**src/hdl/lz10_pkg.sv**
```systemverilog
`timescale 1ns / 1ps
`default_nettype none
// ----------------------------------------------------------------------------
// LZ10 decompressor package
// Shared widths and the command and output-byte types passed between stages.
// ----------------------------------------------------------------------------
package lz10_pkg;

	localparam int WINDOW_BITS = 12;
	localparam int WIN_DEPTH   = 1 << WINDOW_BITS;
	localparam int CNT_W       = 24;
	localparam int LEN_W       = 5;

	localparam logic [CNT_W-1:0] COUNT_MAX = {CNT_W{1'b1}};
	localparam logic [LEN_W-1:0] LEN_BIAS  = LEN_W'(3);

	// One decoded token: a literal byte or a back reference.
	typedef struct packed {
		logic                   restart;   // stream restarted since the previous token
		logic                   is_match;
		logic [7:0]             lit_byte;
		logic [WINDOW_BITS-1:0] offset;    // distance minus one
		logic [LEN_W-1:0]       len;       // copy length, 3..18
	} cmd_t;

	typedef struct packed {
		logic [7:0] data;
		logic       last;
		logic       done;
	} obyte_t;

endpackage
`default_nettype wire

```
**src/hdl/lz10_cmdq.sv**
```systemverilog
`timescale 1ns / 1ps
`default_nettype none
// ----------------------------------------------------------------------------
// LZ10 command queue
// Two-entry queue that decouples the token parser from the copy engine.
// ----------------------------------------------------------------------------
module lz10_cmdq (
	input  wire logic           clk,
	input  wire logic           arst_n,
	input  wire logic           push,
	input  wire lz10_pkg::cmd_t push_cmd,
	output logic                full,
	input  wire logic           pop,
	output logic                q_valid,
	output lz10_pkg::cmd_t      q_cmd
);
	import lz10_pkg::*;

	cmd_t       ent_q [2];
	logic       wr_q, rd_q;
	logic [1:0] cnt_q;

	assign full    = (cnt_q == 2'd2);
	assign q_valid = (cnt_q != 2'd0);
	assign q_cmd   = ent_q[rd_q];

	always_ff @(posedge clk) begin
		if (push) ent_q[wr_q] <= push_cmd;
	end

	always_ff @(posedge clk or negedge arst_n) begin
		if (!arst_n) begin
			wr_q  <= 1'b0;
			rd_q  <= 1'b0;
			cnt_q <= 2'd0;
		end else begin
			if (push) wr_q <= ~wr_q;
			if (pop)  rd_q <= ~rd_q;
			cnt_q <= cnt_q + {1'b0, push} - {1'b0, pop};
		end
	end

endmodule
`default_nettype wire

```
**config.mk**
```make
export PLATFORM = sky130hd
export DESIGN_NAME = lz10_cmdq
export DESIGN_NICKNAME = d
export VERILOG_FILES = /design/src/hdl/lz10_pkg.sv /design/src/hdl/lz10_cmdq.sv
export SDC_FILE = /design/constraint.sdc
export NUM_CORES = 1
export LEC_CHECK = 0
export ABC_CLOCK_PERIOD_IN_PS = 5940
export BUFFER_PORTS_ARGS = -buffer_cell sky130_fd_sc_hd__clkbuf_2
export CORE_MARGIN = 8
export CORE_UTILIZATION = 40
export CTS_CLUSTER_SIZE = 28
export DETAILED_ROUTE_END_ITERATION = 16
export GPL_TIMING_DRIVEN = 0
export SYNTH_ARGS = -nofsm -noshare
export SYNTH_HDL_FRONTEND = slang
export SYNTH_SLANG_ARGS = --single-unit
export TNS_END_PERCENT = 1
```
**constraint.sdc**
```tcl
create_clock -name clk -period 5.94 [get_ports clk]
set_clock_uncertainty 0.15 [all_clocks]
set_input_delay 1.188 -clock clk [delete_from_list [all_inputs] [get_ports clk]]
set_output_delay 1.188 -clock clk [all_outputs]
set_load 0.02 [all_outputs]
```
After elaboration in Yosys (flattened, before gate mapping)
Memories as Yosys holds them, arrays and structs flattened.
Index checks and enable logic that the tools add are counted.
{"block": "word_totals", "ff_bits": 4, "ram_bits": 54, "in_bits": 31, "output_inout_bits": 29, "wordCells": 12, "mem_count": 1}
{"name": "ent_q", "words": 2, "width": 27, "rd": 1, "rd_ports_with_merged_regs": 0, "write_ports": 1, "line_no": "lz10_cmdq.sv:19", "source": "cmd_t ent_q [2];"}
{"block": "op_classes", "n_addsub": 2, "eq_ne": 1, "muxes": 2, "bitwise": 2, "reduce_logical": 1}
{"cell": "2-bit by 1-bit adder with 2-bit output", "n": 1}
{"cell": "2-bit equality test, second input constant", "n": 1}
{"cell": "1-bit 2-to-1 mux", "n": 2}
{"cell": "1-bit inverter", "n": 2}
{"cell": "2-bit nonzero test", "n": 1}
{"cell": "2-bit by 1-bit subtractor with 2-bit output", "n": 1}

Depth between registers and ports, before layout
Gate-level depths: netlist (run 1).
{"block": "depth", "word_depth": 2, "mapped_depth": 5}

Worst setup path after synthesis (run 1)
OpenSTA, ideal clock, no wires.
{"block": "synth_timing", "path_kind": "input-to-reg", "from": "input port push", "to": "memory ent_q[0][0] in the netlist's numbering (enable)", "setup_ns": 0.414, "arrival_ns": 2.422, "path_slack_ns": 2.954, "cell_stages": 1, "path_buffers": 0, "cell_sequence": "nor2b_1"}
{"block": "synth_via", "elab_chain_len": 2}
{"element": "start: declaration", "line_no": "lz10_cmdq.sv:10", "source": "input wire logic push,"}
{"element": "1-bit 2-to-1 mux", "line_no": "lz10_cmdq.sv:28", "source": "if (push) ent_q[wr_q] <= push_cmd;"}
{"element": "1-bit 2-to-1 mux (implied by the code)", "line_no": "lz10_cmdq.sv:28"}
{"element": "end: declaration", "line_no": "lz10_cmdq.sv:19"}
Every way passes these cells.

==> results of run 1 <==
[state kept, by name, summed over array words and instances, names as in the netlist]
signal	count
rd_q	1
ent_q	54
cnt_q	2
wr_q	1
[metal layers]
layer	up-vias	wire length [µm]	global-route usage
li1	525	-	-
met1	539	1500	0.0978
met2	34	2020	0.161
met3	5	196	0.0395
met4	0	50	0.0655
met5	-	0	0
[worst max-delay path by stage]
stage                     startpoint      endpoint  cells after the start
after floorplan                 push   ent_q[0][0]                      1
after global placement          push  ent_q[0][14]                      2
after detailed placement        push   ent_q[1][9]                      2
after CTS                       rd_q     q_cmd[11]                      4
after global routing            rd_q     q_cmd[10]                      4
final                           rd_q     q_cmd[10]                      4
[synthesized netlist by cell type, drive strengths merged]
master	instances	area, µm²
or2	1	6.26
xor3	1	23.8
edfxtp	54	1620
inv	2	7.51
xor2	2	17.5
mux2	27	375
dfrtp	4	100
nor2b	2	12.5
ha	2	25.0
buf	3	51.3
and2	1	6.26
[final cells by class]
cell class / instances / area, µm²
clock inverters: 6 / 23.8
well taps: 72 / 90.1
clock buffers: 10 / 128
repair buffers: 60 / 323
fillers: 464 / 2660
multi-input cells: 36 / 469
inverters: 2 / 7.51
flip-flops and latches: 58 / 1720
plain buffers: 3 / 51.3
[cell families after synthesis]
group / share of synthesized area
xor+xnor: 0.0184
fa+ha+maj: 0.0111
buf+inv: 0.0262
flops: 0.766
mux: 0.167
simple gates: 0.0111
[stage by stage]
step	hold WS, ns	utilization
floorplan	0.305	-
global placement	0.319	0.481
detailed placement	0.343	0.487
CTS	0.358	0.514
global route	0.387	0.514
finish	0.361	0.514
[power breakdown]
group	internal (mW)	switching, mW	leakage, nW
Sequential	0.547	0.0252	0.553
Combinational	0.244	0.271	0.530
Clock	0.143	0.135	0.0776
Total	0.935	0.432	1.16
==> summary.md, run 1 <==
| Metric | Value |
|---|---|
| Routed wire length | 3.77 mm |
| Register bit total from synthesis | 58 |
| Slowest cell delay on critical path | 0.37 ns |
| Final hold vios | 0 |
| Global-route wire length before repair | 6.03 mm |
| Crit path kind | flip-flop to output port |
| Relative slew slack | 0.161 |
| Placed Cells | 231 |
| Setup_tns | 0 ns |
| Final setup vio count | 0 |
| Cts bufs inserted | 9 |
| Post-route cell area | 2810 µm² |
| Mean post-synth cell area | 22.7 µm² |
| Grt ovf | 0 |
| Power Total | 1.37 mW |
| Worst hold start | wr_q |
| Outcome | completed |
| Yosys cell types | 13 |
| Crit path time final | 2.78 ns |
| Buf/Inv on CP | 3 |
| Setup ws final | 3.16 ns |
| Crit path max fanout | 10 |
| First-pass iteration count of the detailed router | 4 |
| Max Root-Sink Buffers | 2 |
| Clock Latency Late Sink | 0.32 ns |
| Most frequent cells in the layout | 59 x clkbuf_2, 54 x edfxtp_1, 19 x mux2_4 |
| Final Cycle Share | 0.469 |
| FF-to-FF Start | wr_q |
| Die H | 91.0 µm |
| Register area share after synthesis | 0.766 |
| Sink count of the clock tree | 58 |
| Post-cts gate resize count | 0 |
| Peak supply drop | 0.000217 V |
| Pleak | 1.16 nW |
| Synthesized Nets | 132 |
| Detailed placer's ending HPWL | 2.68 mm |
| Die area | 8270 µm² |
| Die Wd | 91.0 µm |
| Core area | 5470 µm² |
| H-tree depth | 3 |
| WHS Endpoint | wr_q |
| Post-synthesis cell count | 99 |
| Clk slew on worst S/H paths | 0.06 ns |
| Hold Crit Depth | 1 |
| Ports | 60 |
| Max Cap Viol | 0 |
| Synth warn | 0 |
| Initial DRC count | 41 |
| Cell Area, Placed | 2660 µm² |
| Starting Density | 0.411 |
| CTS tree | done |
| Slowest CP cell | dfrtp_1 |
| WP data arrival | 1.45 ns |
| Gr usage total | 0.0968 |
| Vias in the first global route | 1,230 |
| CTS root buf | clkbuf_8 |
| Flop2flop setup slack | 4.01 ns |
| N_diodes | 0 |
| Slew at the pin with the worst max-slew slack | 1.26 ns |
| Post-DR wirelength/cell | 15.3 µm |
| Final net count | 203 |
| P&R area growth vs syn | 25.2% |
| Syn Std Cell Area | 2250 µm² |
| Vias/cell | 4.47 |
| Post-DRT Antenna Nets | 0 |
| Max-slew violations | 0 |
| Largest net degree at the start of global routing | 28 |
| Worst Setup End Kind | output port |
| Worst r2r path cells | 1 |
| Post-Layout Cell Count | 247 |
| Startpoint Class | flip-flop |
| Row Count | 27 |
| Worst path required time | 4.60 ns |
| Min-Delay Path Class | flip-flop to flip-flop |
| RSZ-0062 raised after global routing | no |
| Max Fclk | 0.359 GHz |
| Critical path's top delay family | buffers and inverters |
| Commonest non-fill, non-tap cell in the layout | clkbuf_2 |
| Setup Fix Bufs, Post-CTS | 0 |
| Port buffer count | 59 |
| Dpl ws | 3.02 ns |
| RePlAce Congestion | 0.655 |
| Via count | 1,103 |
| # DRC | 0 |
| Initial antenna violation count | 0 |
| CTS hold repair buffers | 0 |
| Critical path cell sequence | buf_6 > buf_12 > mux2_4 > clkbuf_2 |
| Layout cells sized above 1 | 0.583 |
| Pwr dens | 486 nW/µm² |
| FF-to-FF End | ent_q[1][16] |
(Power assumes the default switching activity.)
==> run 2: changes to the inputs <==
ABC_CLOCK_PERIOD_IN_PS = 2800   (was 5940)
clock period = 2.8 ns   (was 5.94 ns; I/O delays follow)
==> run 2 against run 1 <==
Clock power is 110% higher. Hold slack got worse by 0.085 ns. Sequential cell count stayed put. Count of clock-buffer cells in the layout is the same. Die area is the same. Power increased by 110%. Critical endpoint unchanged. Via count about the same. Critical path depth is the same. Largest cell class unchanged. Design area up 0.36%. Sequential share of layout area fell by 0.22 points. Largest power group unchanged. Highest routed layer unchanged.
==> summary.md, run 2 (synthesis gave the netlist of run 1 again) <==
| Metric | Value |
|---|---|
| Outcome | completed |
| Util after Layout | 0.516 (+0.00183) |
| Worst path required time | 2.09 ns (-2.51 ns) |
| Max-slew violations | 0 (unchanged) |
| Storage element area | 1720 µm² (unchanged) |
| Die Wd | 91.0 µm (unchanged) |
| Critical path's top delay family | buffers and inverters |
| Clock Latency Late Sink | 0.32 ns (about the same) |
| Slowest cell delay on critical path | 0.37 ns (about the same) |
| FF-to-FF Start | wr_q |
| Initial DRC count | 42 (+2.4%) |
| Setup_tns | 0 ns (unchanged) |
| Commonest non-fill, non-tap cell in the layout | clkbuf_2 |
| Final setup vio count | 0 (unchanged) |
| WP data arrival | 1.45 ns (about the same) |
| Grt ovf | 0 (unchanged) |
| Pleak | 1.16 nW (+0.36%) |
| Max Fclk | 0.464 GHz |
| Core area | 5470 µm² (unchanged) |
| Final net count | 204 (+0.49%) |
| Largest net degree at the start of global routing | 28 (unchanged) |
| Gr usage total | 0.0968 (unchanged) |
| Worst hold start | push_cmd[6] |
| Cell Area, Placed | 2660 µm² (unchanged) |
| Row Count | 27 (unchanged) |
| Die area | 8270 µm² (unchanged) |
| # DRC | 0 (unchanged) |
| RSZ-0062 raised after global routing | no |
| Routed wire length | 3.77 mm (+0.16%) |
| Ports | 60 (unchanged) |
| Slew at the pin with the worst max-slew slack | 1.26 ns (-0.000120 ns) |
| Largest register FFs | 54 (unchanged) |
| Worst setup path startpoint | rd_q |
| Port buffer count | 59 (unchanged) |
| Peak supply drop | 0.000460 V (+110%) |
| Via count | 1,104 (+0.091%) |
| Vias in the first global route | 1,230 (unchanged) |
| Multi-input logic area | 469 µm² (unchanged) |
| RePlAce Congestion | 0.655 (unchanged) |
| Startpoint Class | flip-flop |
| Die H | 91.0 µm (unchanged) |
| Crit path max fanout | 10 (unchanged) |
| Hold slack | 0.276 ns (-0.0851 ns) |
| First-pass iteration count of the detailed router | 4 (unchanged) |
| Final hold vios | 0 (unchanged) |
| Clk slew on worst S/H paths | 0.06 ns (about the same) |
| Global-route wire length before repair | 6.03 mm (unchanged) |
| Worst Setup End Kind | output port |
| Min-Delay Path Class | input pin to flip-flop |
| Crit path kind | flip-flop to output port |
| Crit path time final | 2.16 ns |
| Relative slew slack | 0.161 (about the same) |
| Fill count | 462 (-0.43%) |
| CTS tree | done |
| Final Cycle Share | 0.770 |
| Layout cells sized above 1 | 0.580 (-0.00331) |
| Starting Density | 0.411 (unchanged) |
| Post-DRT Antenna Nets | 0 (unchanged) |
| N_diodes | 0 (unchanged) |
| Pwr dens | 1030 nW/µm² (+110%) |
| Largest Register | ent_q |
| Detailed placer's ending HPWL | 2.68 mm (unchanged) |
| Slowest CP cell | dfrtp_1 |
| Buf/Inv on CP | 3 (unchanged) |
| Post-route cell area | 2820 µm² (+0.36%) |
| Max Cap Viol | 0 (unchanged) |
| Sink count of the clock tree | 58 (unchanged) |
| Vias/cell | 4.45 (-0.31%) |
| P&R area growth vs syn | 25.7% |
| Setup Fix Bufs, Post-CTS | 0 (unchanged) |
| Post-DR wirelength/cell | 15.2 µm (-0.24%) |
| Max Root-Sink Buffers | 2 (unchanged) |
| H-tree depth | 3 (unchanged) |
| Most frequent cells in the layout | 59 x clkbuf_2, 54 x edfxtp_1, 19 x mux2_4 |
| Cts bufs inserted | 9 (unchanged) |
| Initial antenna violation count | 0 (unchanged) |
| Top Registers | ent_q x54, cnt_q x2 |
| Critical path cell sequence | buf_6 > buf_12 > mux2_4 > clkbuf_2 |
| CTS root buf | clkbuf_8 |
| Post-cts gate resize count | 0 (unchanged) |
## run 2: final timing paths
kind	slack, ns	cells past startpoint	endpoint
worst max-delay path	0.64	4	q_cmd[10]
worst min-delay path	0.28	1	ent_q[1][6]
worst max register to register	0.87	1	ent_q[1][16]
worst min register to register	0.36	1	wr_q
max in group asynchronous	1.94	2	wr_q
min in group asynchronous	0.43	2	cnt_q[0]
## run 2: layout make-up
class                           count  share of cell area
Clock buffer                       10              0.0452
Timing Repair Buffer               61               0.118
Buffer                              3              0.0182
Tap cell                           72              0.0319
Multi-Input combinational cell     36               0.166
Sequential cell                    58               0.610
Clock inverter                      6             0.00842
Inverter                            2             0.00266
## run 2: what timing repair did
item,CTS,global route
hold buffers,1,0
endpoints found under the setup margin,0,0
endpoints found under the hold margin,4,0
## run 2: metal layers
metal / vias up / wire (µm) / track usage
li1: 527 / - / -
met1: 538 / 1510 / 0.0978
met2: 34 / 2020 / 0.161
met3: 5 / 196 / 0.0395
met4: 0 / 50 / 0.0655
met5: - / 0 / 0
## run 2: through the flow
| stage | total power [mW] | worst slack, ns | std cells |
|---|---|---|---|
| after floorplan | 2.03 | 0.442 | 99 |
| after global placement | 2.30 | -0.336 | 230 |
| after detailed placement | 2.36 | 0.506 | 231 |
| after CTS | 2.96 | 0.607 | 248 |
| after global routing | 3.06 | 0.571 | 248 |
| final | 2.90 | 0.643 | 248 |
## run 2: power breakdown
group | total [mW] | internal [mW] | switching [mW]
registers | 1.21 | 1.16 | 0.0535
clock network | 0.591 | 0.304 | 0.287
logic | 1.10 | 0.519 | 0.576
total | 2.90 | 1.98 | 0.916
