===== src/hdl/lz10_pkg.sv =====
`timescale 1ns / 1ps
`default_nettype none
// ----------------------------------------------------------------------------
// LZ10 decompressor package
// Shared widths and the command and output-byte types passed between stages.
// ----------------------------------------------------------------------------
package lz10_pkg;

	localparam int WINDOW_BITS = 12;
	localparam int WIN_DEPTH   = 1 << WINDOW_BITS;
	localparam int CNT_W       = 24;
	localparam int LEN_W       = 5;

	localparam logic [CNT_W-1:0] COUNT_MAX = {CNT_W{1'b1}};
	localparam logic [LEN_W-1:0] LEN_BIAS  = LEN_W'(3);

	// One decoded token: a literal byte or a back reference.
	typedef struct packed {
		logic                   restart;   // stream restarted since the previous token
		logic                   is_match;
		logic [7:0]             lit_byte;
		logic [WINDOW_BITS-1:0] offset;    // distance minus one
		logic [LEN_W-1:0]       len;       // copy length, 3..18
	} cmd_t;

	typedef struct packed {
		logic [7:0] data;
		logic       last;
		logic       done;
	} obyte_t;

endpackage
`default_nettype wire


===== src/hdl/lz10_front.sv =====
`timescale 1ns / 1ps
`default_nettype none
// ----------------------------------------------------------------------------
// LZ10 token parser
// Takes compressed bytes, tracks flag bits and token phase, keeps the output
// count, and pushes literal and reference commands to the command queue.
// ----------------------------------------------------------------------------
module lz10_front (
	input  wire logic                        clk,
	input  wire logic                        arst_n,
	input  wire logic                        in_valid,
	output logic                             in_stall,
	input  wire logic                        stream_begin,
	input  wire logic [7:0]                  in_byte,
	input  wire logic [lz10_pkg::CNT_W-1:0]  olen,
	input  wire logic                        q_full,
	output logic                             push,
	output lz10_pkg::cmd_t                   cmd
);
	import lz10_pkg::*;

	typedef enum logic [1:0] {PH_FLAG, PH_TOKEN, PH_SECOND} phase_t;

	phase_t           phase_q, phase_e;
	logic [7:0]       flag_q;
	logic [2:0]       pos_q;
	logic [7:0]       held_q;
	logic [CNT_W-1:0] count_q, count_e, count_n;
	logic             pend_q, pend_e;
	logic             accept;
	logic             room;
	logic [LEN_W-1:0] add;
	logic [CNT_W:0]   sum;

	assign in_stall = q_full;
	assign accept   = in_valid & ~q_full;

	always_comb begin
		phase_e = stream_begin ? PH_FLAG : phase_q;
		count_e = stream_begin ? '0 : count_q;
		pend_e  = stream_begin | pend_q;
		room    = count_e < olen;

		cmd.restart  = pend_e;
		cmd.is_match = (phase_e == PH_SECOND);
		cmd.lit_byte = in_byte;
		cmd.offset   = {held_q[3:0], in_byte};
		cmd.len      = {1'b0, held_q[7:4]} + LEN_BIAS;

		push = 1'b0;
		case (phase_e)
			PH_TOKEN:  push = accept & room & ~flag_q[pos_q];
			PH_SECOND: push = accept;
			default:   push = 1'b0;
		endcase

		add     = cmd.is_match ? cmd.len : LEN_W'(1);
		sum     = {1'b0, count_e} + {{(CNT_W + 1 - LEN_W){1'b0}}, add};
		count_n = sum[CNT_W] ? COUNT_MAX : sum[CNT_W-1:0];
	end

	always_ff @(posedge clk or negedge arst_n) begin
		if (!arst_n) begin
			phase_q <= PH_FLAG;
			flag_q  <= '0;
			pos_q   <= 3'd7;
			held_q  <= '0;
			count_q <= '0;
			pend_q  <= 1'b0;
		end else if (accept) begin
			count_q <= push ? count_n : count_e;
			pend_q  <= push ? 1'b0 : pend_e;
			case (phase_e)
				PH_FLAG: begin
					flag_q  <= in_byte;
					pos_q   <= 3'd7;
					phase_q <= PH_TOKEN;
				end
				PH_TOKEN: begin
					if (room) begin
						if (flag_q[pos_q]) begin
							held_q  <= in_byte;
							phase_q <= PH_SECOND;
						end else if (pos_q == 3'd0) begin
							pos_q   <= 3'd7;
							phase_q <= PH_FLAG;
						end else begin
							pos_q   <= pos_q - 3'd1;
							phase_q <= PH_TOKEN;
						end
					end
				end
				PH_SECOND: begin
					if (pos_q == 3'd0) begin
						pos_q   <= 3'd7;
						phase_q <= PH_FLAG;
					end else begin
						pos_q   <= pos_q - 3'd1;
						phase_q <= PH_TOKEN;
					end
				end
				default: phase_q <= PH_FLAG;
			endcase
		end
	end

endmodule
`default_nettype wire


===== config.mk =====
export PLATFORM = sky130hd
export DESIGN_NAME = lz10_front
export DESIGN_NICKNAME = d
export VERILOG_FILES = /design/src/hdl/lz10_pkg.sv /design/src/hdl/lz10_front.sv
export SDC_FILE = /design/constraint.sdc
export NUM_CORES = 1
export LEC_CHECK = 0
export BUFFER_PORTS_ARGS = -buffer_cell sky130_fd_sc_hd__clkbuf_2
export CAP_MARGIN = 20
export CORE_MARGIN = 10
export CORE_UTILIZATION = 30
export CTS_CLUSTER_SIZE = 8
export DETAILED_ROUTE_END_ITERATION = 8
export HOLD_SLACK_MARGIN = 0.06
export SLEW_MARGIN = 30
export SYNTH_ARGS = -nofsm -noshare
export SYNTH_HDL_FRONTEND = slang
export SYNTH_SLANG_ARGS = --single-unit

===== constraint.sdc =====
create_clock -name clk -period 7.8 [get_ports clk]
set_input_delay 0 -clock clk [delete_from_list [all_inputs] [get_ports clk]]
set_output_delay 0 -clock clk [all_outputs]
set_load 0.05 [all_outputs]

# After elaboration in Yosys (flattened, before gate mapping)
# Cells that the tools add are included.
[word_totals]
out_inout_bits = 29
input_bits = 37
word_cells = 45
reg_bits = 46
[op_classes]
add_sub_neg = 3
bitwise_logic = 6
mux = 17
n_reduce_logical = 7
n_lt_le_gt_ge = 2
eq_ne = 4
[ops]
columns = ["op", "count"]
rows = [
  ["2-to-1 mux 24 bit", 3],
  ["adder 24 x 5 -> 25 bit", 1],
  ["less-than comparator 24 bit", 1],
  ["2-to-1 mux 3 bit", 3],
  ["case mux 3 bit (3 select lines)", 1],
  ["AND reduction 4 bit", 2],
  ["2-to-1 mux 2 bit", 3],
  ["case mux 2 bit (3 select lines)", 1],
  ["adder 4 x 2 -> 5 bit, second input constant", 1],
  ["2-to-1 mux 5 bit", 1],
  ["less-than comparator 3 x 4 -> 1 bit, second input constant", 1],
  ["inequality test 2 bit, second input constant", 2],
  ["AND reduction 2 bit", 2],
  ["AND 1 bit", 3],
  ["binary-select mux 1 bit (select 3 bit)", 1],
  ["zero test 3 bit", 1],
  ["2-to-1 mux 1 bit", 3],
  ["nonzero test 3 bit", 1],
  ["subtractor 3 x 1 -> 3 bit, second input constant", 1],
  ["equality test 2 x 1 -> 1 bit, second input constant", 1],
  ["equality test 2 bit, second input constant", 1],
  ["zero test 2 bit", 1],
  ["inverter 1 bit", 2],
  ["case mux 1 bit (2 select lines)", 1],
  ["bitwise OR 1 bit", 1],
]

# Depth between registers and ports, before layout
# Gate-level depths: netlist of the first run.
[depth]
depth_word = 6
ltp_mapped = 16
mapped_depth_nobuf = 13

# Least setup slack after synthesis of the first run
# No wires, ideal clock.
[synth_timing]
path_kind = "flip-flop to flip-flop"
start = "register held_q[4]"
end = "register count_q[23]"
n_path_buf = 0
required_ns = 7.677
setup_ns = 0.123
period_less_slack_ns = 3.752
setup_slack_ns = 4.048
t_arrival_ns = 3.629
stages_incl_launch_ff = 13
cell_sequence = "dfrtp_1 inv_1 ha_1 xnor2_1 and2_1 ha_1 o21ai_0 o21bai_1 a21oi_1 nor4_1 nand3_1 or3_1 o221a_1"
[synth_lines]
columns = ["element", "line_no", "rtl"]
rows = [
  ["start, declared", "lz10_front.sv:27", "logic [7:0] held_q;"],
  ["start signal, assigned", "lz10_front.sv:82", "held_q <= in_byte;"],
  ["end signal, assigned", "lz10_front.sv:71", "count_q <= push ? count_n : count_e;"],
  ["end, declared", "lz10_front.sv:28", "logic [CNT_W-1:0] count_q, count_e, count_n;"],
]

# Worst setup path in the final report of the first run
[layout_timing]
start = "input port stream_begin"
end = "register count_q[20]"
[layout_via]
elab_chain_len = 6
word_cells_on_any_way = 12
classes_between = "1 x add/sub; 1 x order compare; 2 x eq/ne; 6 x mux; 2 x bitwise"
[layout_lines]
columns = ["element", "line_no", "rtl"]
rows = [
  ["start, declared", "lz10_front.sv:13", "input wire logic stream_begin,"],
  ["2-to-1 mux 2 bit or 2-to-1 mux 24 bit (tied branches)", "lz10_front.sv:39, lz10_front.sv:40", ""],
  ["equality test 2 bit or less-than comparator 24 bit (tied branches)", "lz10_front.sv:45, lz10_front.sv:51, lz10_front.sv:42", ""],
  ["2-to-1 mux 5 bit or AND 1 bit (tied branches)", "lz10_front.sv:57, lz10_front.sv:52", ""],
  ["adder 24 x 5 -> 25 bit or AND 1 bit (tied branches)", "lz10_front.sv:58, lz10_front.sv:52", ""],
  ["2-to-1 mux 24 bit or case mux 1 bit (2 select lines) (tied branches)", "lz10_front.sv:59, lz10_front.sv:51", ""],
  ["2-to-1 mux 24 bit (*)", "lz10_front.sv:71", ""],
]
# Mark *: on every way between the ends. The rest lies on a longest branch, timed or not.
# A chain may end at the register's enable or synchronous reset.

==> results summary, run 1 <==
The biggest fanout along the worst timing path came out at 36. STA classifies the critical path startpoint as an input port. The area added between synthesis and finish is 14.59%. The worst slack at placement came out at around 3.6 ns. The leakage power came out at around 2.1 nW. The initial core utilization came out at between 30% and 40%. The via count of the first global-routing pass is 3,555. Entering global routing, the biggest net connects 47 pins.

The slew at the pin closest to its max-slew limit came out at 0.9787 ns. In this run the post-CTS setup repair buffer count came out at 0. The wire length of the first global-routing pass came out at between 15 and 20 mm. The proportion of netlist area held by the largest area contributor came out at between 20 and 30%.

The die covers around 0.018 mm^2. The met2 usage came out at roughly a fifth. The share of the clock period used by the worst path after layout came out at 50.87%. The vias per cell is 5.172. The sequential area share after synthesis is 29.78%. The synthesis warning total came out at 0.

The post-route standard cell area excluding fillers came out at 0.004443 mm^2. The worst setup path is captured at a flip-flop. The synthesized design spends more area on one cell type than any other, namely dfrtp_1. The worst register-to-register path ends at count_q[20]$_DFFE_PN0P_. For this design the ratio of total power to cell area is 241.1 mW/mm^2. The core area came out at about 0.013 mm^2. The total clock sinks came out at between 40 and 50. The final net count came out at approximately 550. The mean routed wirelength per cell is between 15 and 20 um. The final setup violation count is 0. The design draws between 1 and 1.5 mW. The number of DRC violations after detailed routing is 0.

The aggregate global-route resource usage is 11.51%. The final critical-path required period is 3.968 ns. The tree is rooted in a clkbuf_16. The synthesized netlist occupies a cell area of a little under 0.004 mm^2. Across all layers, the routed design uses around 3,400 vias. After synthesis, the cell types taking the most area are dfrtp_1 (28%), ha_1 (11%), buf_4 (4.3%), nand2_1 (4.1%), nor2b_1 (3.9%). In this run the remaining antenna-violating nets after routing total 0. The met1 capacity usage during global routing is ~14%.

The number of I/O port buffers came out at 65. The launch instance of the worst min-delay path is q_full. The worst register-to-register path has a setup slack of roughly 3.8 ns. The category of the critical setup timing path is in2reg. The area of all sequential standard cells came out at ~0.0012 mm^2. The level count of the clock H-tree came out at 2. In this run the most used layer during global routing was met2. The total I/O pin count is 66. The first-pass detailed-route iteration total is 5. The peak supply drop came out at 0.2432 mV. The endpoint required time on the critical path is between 7 and 8 ns.

The filler cell count is roughly 1,300. The depth of the worst hold-timing path is 4. The clock buffer count from CTS came out at 5. The number of DRC markers after the initial detailed-route iteration came out at a little under 200. Summing all multi-input logic gate instances after layout gives roughly 0.0024 mm^2. On the final layout, the worst clock skew is about 0.0048 ns. After clock tree synthesis, the clock-pin slew on the worst setup and hold paths is about 0.060 ns.

The number of synthesized register bits came out at 46. In the synthesized netlist the dominant register cell turns out to be dfrtp_1. The standard cell area after detailed placement came out at around 0.0042 mm^2. The final setup slack of the worst path came out at roughly 3.8 ns.

The detailed placement HPWL is slightly below 8 mm. The total count of hold-check failures in the final report came to 0. The number of inserted diodes is 0. The setup total negative slack came out at 0 ns. The routed design has 10.20 mm of wire. The remaining global-route overflow is 0. The async set or reset register ratio after synthesis came out at between 90% and 100%. The number of instances in the synthesized netlist is ~430. The post-synth net total came out at around 500.

The total of max-cap violations came out at 0. Setup repair after global routing left no endpoint under its margin. The number of library cell types mapped by synthesis is a little over 70.

The fmax is about 250 MHz. The synthesized area divided by synthesized cell count is ~9 um^2. The final estimated routing congestion in global placement came out at 0.8712. The post-route netlist has between 20% and 30% of its cells at a drive strength greater than 1. TritonCTS built the clock tree. The buffer levels on the longest clock path is 2. For the worst flop-to-flop path, the logic depth is 12. The initial antenna violation count was 0. The number of pins with negative max-slew slack in the final report came out at 0. In this run, synthesis inferred 0 flip-flops with an integrated enable. The clock network latency to the later pin of the worst-skew pair is 0.29 ns. The worst slew margin relative to its limit came out at about a third. The data arrival at the endpoint of the critical path is roughly 4.2 ns. The site row count is 41. The hold-critical path endpoint is count_q[23]$_DFFE_PN0P_.

Cells fill a little over a third of the core in the end. The die span in x is approximately 130 um. For met3 alone, demand over resource in global routing was between 3 and 4%.

The run finished with clean final reports. From bottom edge to top edge, the die measures 133.7 um. The worst register-to-register path begins at phase_q[1]$_DFFE_PN0P_. In this run the worst hold path is classified as in2reg.
==> final cells by class <==
type                    count  share of cell area (%)
multi-input cells         314                   53.03
flip-flops and latches     46                   25.99
repair buffers             76                   9.687
well taps                 172                   4.844
clock buffers               7                   3.210
inverters                  37                   3.126
clock inverters             1                  0.1126
==> placed cells by master, fill, tap and decap left out, types with 4 or more instances in the layout <==
| master | synthesis | routed |
|---|---|---|
| mux2i_1 | 4 | 4 |
| o21a_1 | 5 | 5 |
| a21oi_1 | 19 | 19 |
| ha_1 | 33 | 33 |
| nand4_1 | 7 | 7 |
| nand3_1 | 7 | 7 |
| nor3_1 | 6 | 6 |
| nand2_1 | 42 | 42 |
| o21ai_0 | 14 | 14 |
| clkbuf_16 | 0 | 5 |
| mux2_2 | 11 | 11 |
| dfrtp_1 | 43 | 43 |
| inv_1 | 37 | 37 |
| dlygate4sd3_1 | 0 | 9 |
| clkbuf_2 | 0 | 65 |
| nor2b_1 | 24 | 24 |
| a32oi_1 | 4 | 4 |
| or3_1 | 4 | 4 |
| nor2_1 | 18 | 18 |
| a211oi_1 | 7 | 7 |
| mux2_4 | 8 | 8 |
| and2_1 | 10 | 10 |
| nor4_1 | 10 | 10 |
| and4_1 | 4 | 4 |
| nand2b_1 | 8 | 8 |
==> kinds of logic after synthesis <==
logic type / Yosys count / share of synthesized area, %
multiplexers: 25 / 8.487
buffers and inverters: 73 / 9.455
flip-flops: 46 / 29.78
AND/OR/NAND/NOR: 162 / 23.49
XOR/XNOR: 4 / 0.9037
AO/OA/AOI/OAI: 89 / 16.72
adder cells (fa/ha/maj): 34 / 11.17
==> critical path, stage by stage <==
cell       delay [ns]
clkbuf_2         0.44
nand2b_1         0.37
ha_1             0.34
nand2_1          0.11
ha_1             0.19
inv_1            0.07
fa_1             0.40
nor2b_1          0.18
o2111ai_1        0.15
a21oi_1          0.35
nand4_1          0.78
and4_1           0.54
a211oi_1         0.24
==> metal layers <==
metal / part of all wire, % / up-vias
met5: 0 / -
met4: 2.0 / 0
met3: 6.7 / 14
met2: 46 / 101
met1: 46 / 1632
li1: - / 1630
==> where the power goes <==
group	internal [mW]	switching (mW)	total, mW
sequential	0.303	0.0400	0.343
combinational	0.181	0.332	0.513
clock	0.127	0.0886	0.216
total	0.611	0.460	1.07
==> how the worst max path moves through the flow <==
stage / slack [ns] / cells after the start / end / start
2_1_floorplan: 4.05 / 12 / count_q[23]$_DFFE_PN0P_ / held_q[4]$_DFFE_PN0P_
3_3_place_gp: 3.79 / 13 / count_q[20]$_DFFE_PN0P_ / stream_begin
3_5_place_dp: 3.62 / 13 / count_q[20]$_DFFE_PN0P_ / stream_begin
4_1_cts: 3.84 / 12 / count_q[20]$_DFFE_PN0P_ / phase_q[1]$_DFFE_PN0P_
5_1_grt: 3.34 / 13 / count_q[20]$_DFFE_PN0P_ / stream_begin
6_report: 3.83 / 13 / count_q[20]$_DFFE_PN0P_ / stream_begin
==> synth_stat cells, types with 4 or more instances <==
cell       n
nand2_1   42
nor3_1     6
mux2_2    11
and2_1    10
mux2i_1    4
ha_1      33
inv_1     37
o21a_1     5
nor2_1    18
nor2b_1   24
nand4_1    7
mux2_4     8
nand3_1    7
nor4_1    10
a21oi_1   19
o21ai_0   14
or3_1      4
clkbuf_1  10
a32oi_1    4
buf_4     22
and4_1     4
a211oi_1   7
dfrtp_1   43
nand2b_1   8
==> per-stage QoR <==
stage | std cells | hold WS [ns]
after floorplan | 433 | -0.2956
after global placement | 636 | 0.1356
after detailed placement | 636 | 0.1443
after CTS | 653 | 0.2497
after global routing | 653 | 0.2872
final | 653 | 0.2435
==> what timing repair did <==
action | in CTS | in global routing
hold buffers | 9 | 0
endpoints found under the hold margin | 59 | 0
gates resized for setup | 0 | 0
==> flip-flops by register name, summed over array words and instances, names as in the netlist <==
name,count
held_q,8
phase_q,2
pend_q,1
count_q,24
flag_q,8
pos_q,3
Note: power is estimated with default switching activity, not from simulation.
==> inputs of run 2 (changes only) <==
Clock period 7.8 ns to 3.31 ns, I/O delays scaled along.
==> run 2 against run 1 <==
Net effect: clock-buffer cell count is the same; final cell count grew 2.3%; worst hold slack lost 0.026 ns; worst setup slack lost 3.6 ns; highest routed layer unchanged.
==> results summary, run 2 (synthesis results as in run 1) <==
The buffer levels on the longest clock path is 2. The core area came out at about 0.013 mm^2. The total of max-cap violations came out at 0. The number of antenna-violating nets in the routed design came out at 0. The largest registers in the layout are count_q x24, flag_q x8, held_q x8.

In this run the critical register-to-register path is launched from phase_q[1]$_DFFE_PN0P_. The repair_antennas step left the layout with diodes totalling 0. STA puts the critical path data arrival time at 3.27 ns. The H-tree generated during clock tree synthesis spans 2 levels. The clock-pin slew on the worst setup and hold paths came out at around 0.070 ns. The final wirelength is about 11 mm. The critical path is of the reg2reg type. Leaving out fill and tap cells, the most frequent cell in the layout is clkbuf_2. The biggest fanout along the worst timing path came out at 15. The register-to-register path setup slack is approximately 0.23 ns. The share of post-route cells with drive strength above 1 is 28.43%.

The y dimension of the die came out at approximately 130 um. The initial core utilization came out at between 30% and 40%. The via count of the first global-routing pass came out at 3,723. The signal on the critical path passes through nor2b_1 -> ha_1 -> nand2_1 -> ha_1 -> inv_1 -> fa_1 -> nor2b_1 -> o2111ai_1 -> a21oi_1 -> buf_4 -> nand4_1 -> buf_4 -> nand2_1 -> a32oi_1 -> a41oi_1. The worst setup path is launched from a flip-flop. At the end of the flow, the number of nets in the layout was between 500 and 600. The setup total negative slack is 0 ns. The critical path buffer and inverter count is 3. The area added between synthesis and finish came out at 19.55%. The CTS tree is built. The worst slew margin relative to its limit came out at a little under half.

The peak supply drop is just under 0.5 mV. The wire length of the first global-routing pass came out at 17.93 mm. The total count of hold-check failures in the final report is 0. Setup repair after global routing left no endpoint under its margin. The length of routed met3 wiring is ~640 um. The first-pass detailed-route iteration total came out at 4. The worst hold path belongs to the class in2reg. The aggregate global-route resource usage is a little under an eighth. The number of flip-flops in the largest register came out at 24. In the routed layout, each cell is associated on average with a via count of 5.144. For this design the static power due to leakage is between 2 and 2.5 nW. The power per unit of standard cell area is between 500 and 600 mW/mm^2. The number of I/O port buffers is 65.

The root buffer cell chosen for the clock tree is clkbuf_16. The register with the most flip-flops in the final layout is count_q. The depth of the worst hold-timing path came out at 4. The maximum clock skew at final layout is just under 0.008 ns. The final estimated routing congestion in global placement came out at a little under 0.9.

The flow ran to the end, and the final reports show no timing, DRC or antenna violations. The number of pins with negative max-slew slack in the final report is 0. The site row count is between 40 and 50. For this block, wires on met1 add up to approximately 4.7 mm.

The length in cells of the worst reg-to-reg path is 15. The hold-critical path endpoint is count_q[23]$_DFFE_PN0P_. The total clock sinks came out at 46. At the later pin of the worst-skew pair, clock insertion delay measures 0.28 ns. In the detailed route, the total length drawn on met2 is approximately 5.3 mm. The slowest stage of the critical path belongs to the cell fa_1. The number of DRC violations after detailed routing is 0. Setup violations remaining at the end of the flow were counted as 0. The longest individual stage delay on the worst path is 0.40 ns. The detailed placement HPWL came out at ~8.4 mm.

The total via count in the routed design is around 3,400. The final hold slack is 0.2177 ns. Data on the critical path is required at its endpoint by roughly 3.5 ns. The initial antenna violation count is 0. The worst setup path is captured at a flip-flop.

In the layout the commonest cells are clkbuf_2 (65), dfrtp_1 (42), nand2_1 (41), inv_1 (34), ha_1 (32). Dividing the detail-routed wire length by the instance count gives 16.14 um. The worst register-to-register path ends at count_q[13]$_DFFE_PN0P_. The highest metal layer carrying signal wires in the routed design is met4. The total I/O pin count is between 60 and 70. After the first detailed-routing iteration, the DRC count stood at 180.

The clock buffer count from CTS is 5. In this run the post-CTS setup repair buffer count came out at 0. The final critical path takes up between 90 and 100% of the cycle.

The overall power of the completed layout came out at roughly 2.7 mW. The kind of cell adding the most delay to the critical path is adder cells. The area of the die is ~0.018 mm^2. The slew at the pin closest to its max-slew limit is between 0.7 and 0.8 ns. The fmax is between 300 and 400 MHz. The launch instance of the worst min-delay path is q_full. The post-route core utilization came out at between 30% and 40%.

The final critical-path required period came out at 3.078 ns. The pin count of the biggest net entering global routing is 29. For this run the aggregate overflow at the end of global routing stands at 0. The die span in x came out at about 130 um.
[run 2: metrics by stage]
step	worst slack [ns]	cells	instance area, um^2
floorplan	0.001423	433	3943
global placement	0.07947	651	4383
finish	0.2323	668	4636
CTS	0.04280	668	4621
detailed placement	0.05516	651	4383
global route	0.009056	668	4636
[run 2: per-layer routing]
| layer | up-vias | GRT usage [%] |
|---|---|---|
| met5 | - | 0 |
| met4 | 0 | 2.842 |
| met3 | 14 | 3.045 |
| met2 | 114 | 20.84 |
| met1 | 1657 | 14.29 |
| li1 | 1651 | - |
[run 2: what timing repair did]
| item | in CTS | in global routing |
|---|---|---|
| setup endpoints to repair | 0 | 3 |
| resized for setup | 0 | 3 |
| hold buffers | 9 | 0 |
| hold endpoints to repair | 43 | 0 |
[run 2: worst max path at each step]
| stage | startpoint | to | slack [ns] | cells past startpoint |
|---|---|---|---|---|
| 2_1_floorplan | stream_begin | count_q[7]$_DFFE_PN0P_ | 0.001 | 13 |
| 3_3_place_gp | held_q[4]$_DFFE_PN0P_ | count_q[23]$_DFFE_PN0P_ | 0.08 | 12 |
| 3_5_place_dp | held_q[4]$_DFFE_PN0P_ | count_q[23]$_DFFE_PN0P_ | 0.06 | 12 |
| 4_1_cts | held_q[4]$_DFFE_PN0P_ | count_q[23]$_DFFE_PN0P_ | 0.04 | 12 |
| 5_1_grt | phase_q[1]$_DFFE_PN0P_ | count_q[13]$_DFFE_PN0P_ | 0.009 | 15 |
| 6_report | phase_q[1]$_DFFE_PN0P_ | count_q[13]$_DFFE_PN0P_ | 0.23 | 15 |
[run 2: worst register-to-register path, delay by kind of cell, from the launching register on]
kind | cells | cell delay [ns]
flops | 1 | 0.37
simple gates | 5 | 0.64
buf+inv | 3 | 0.47
fa+ha+maj | 3 | 0.86
compound gates | 4 | 0.66
[run 2: cell type report]
cell class | instances | area (um^2)
fill | 1292 | 7984
clock inverter | 1 | 5.005
clock buffer | 7 | 142.6
inverter | 37 | 150.1
sequential | 46 | 1156
timing repair buffer | 91 | 543.0
multi-input combinational | 314 | 2424
tap | 172 | 215.2
[run 2: power breakdown]
group	leakage (nW)	internal, mW	switching [mW]
combinational	1.55	0.521	0.824
clock	0.0739	0.300	0.211
sequential	0.575	0.714	0.108
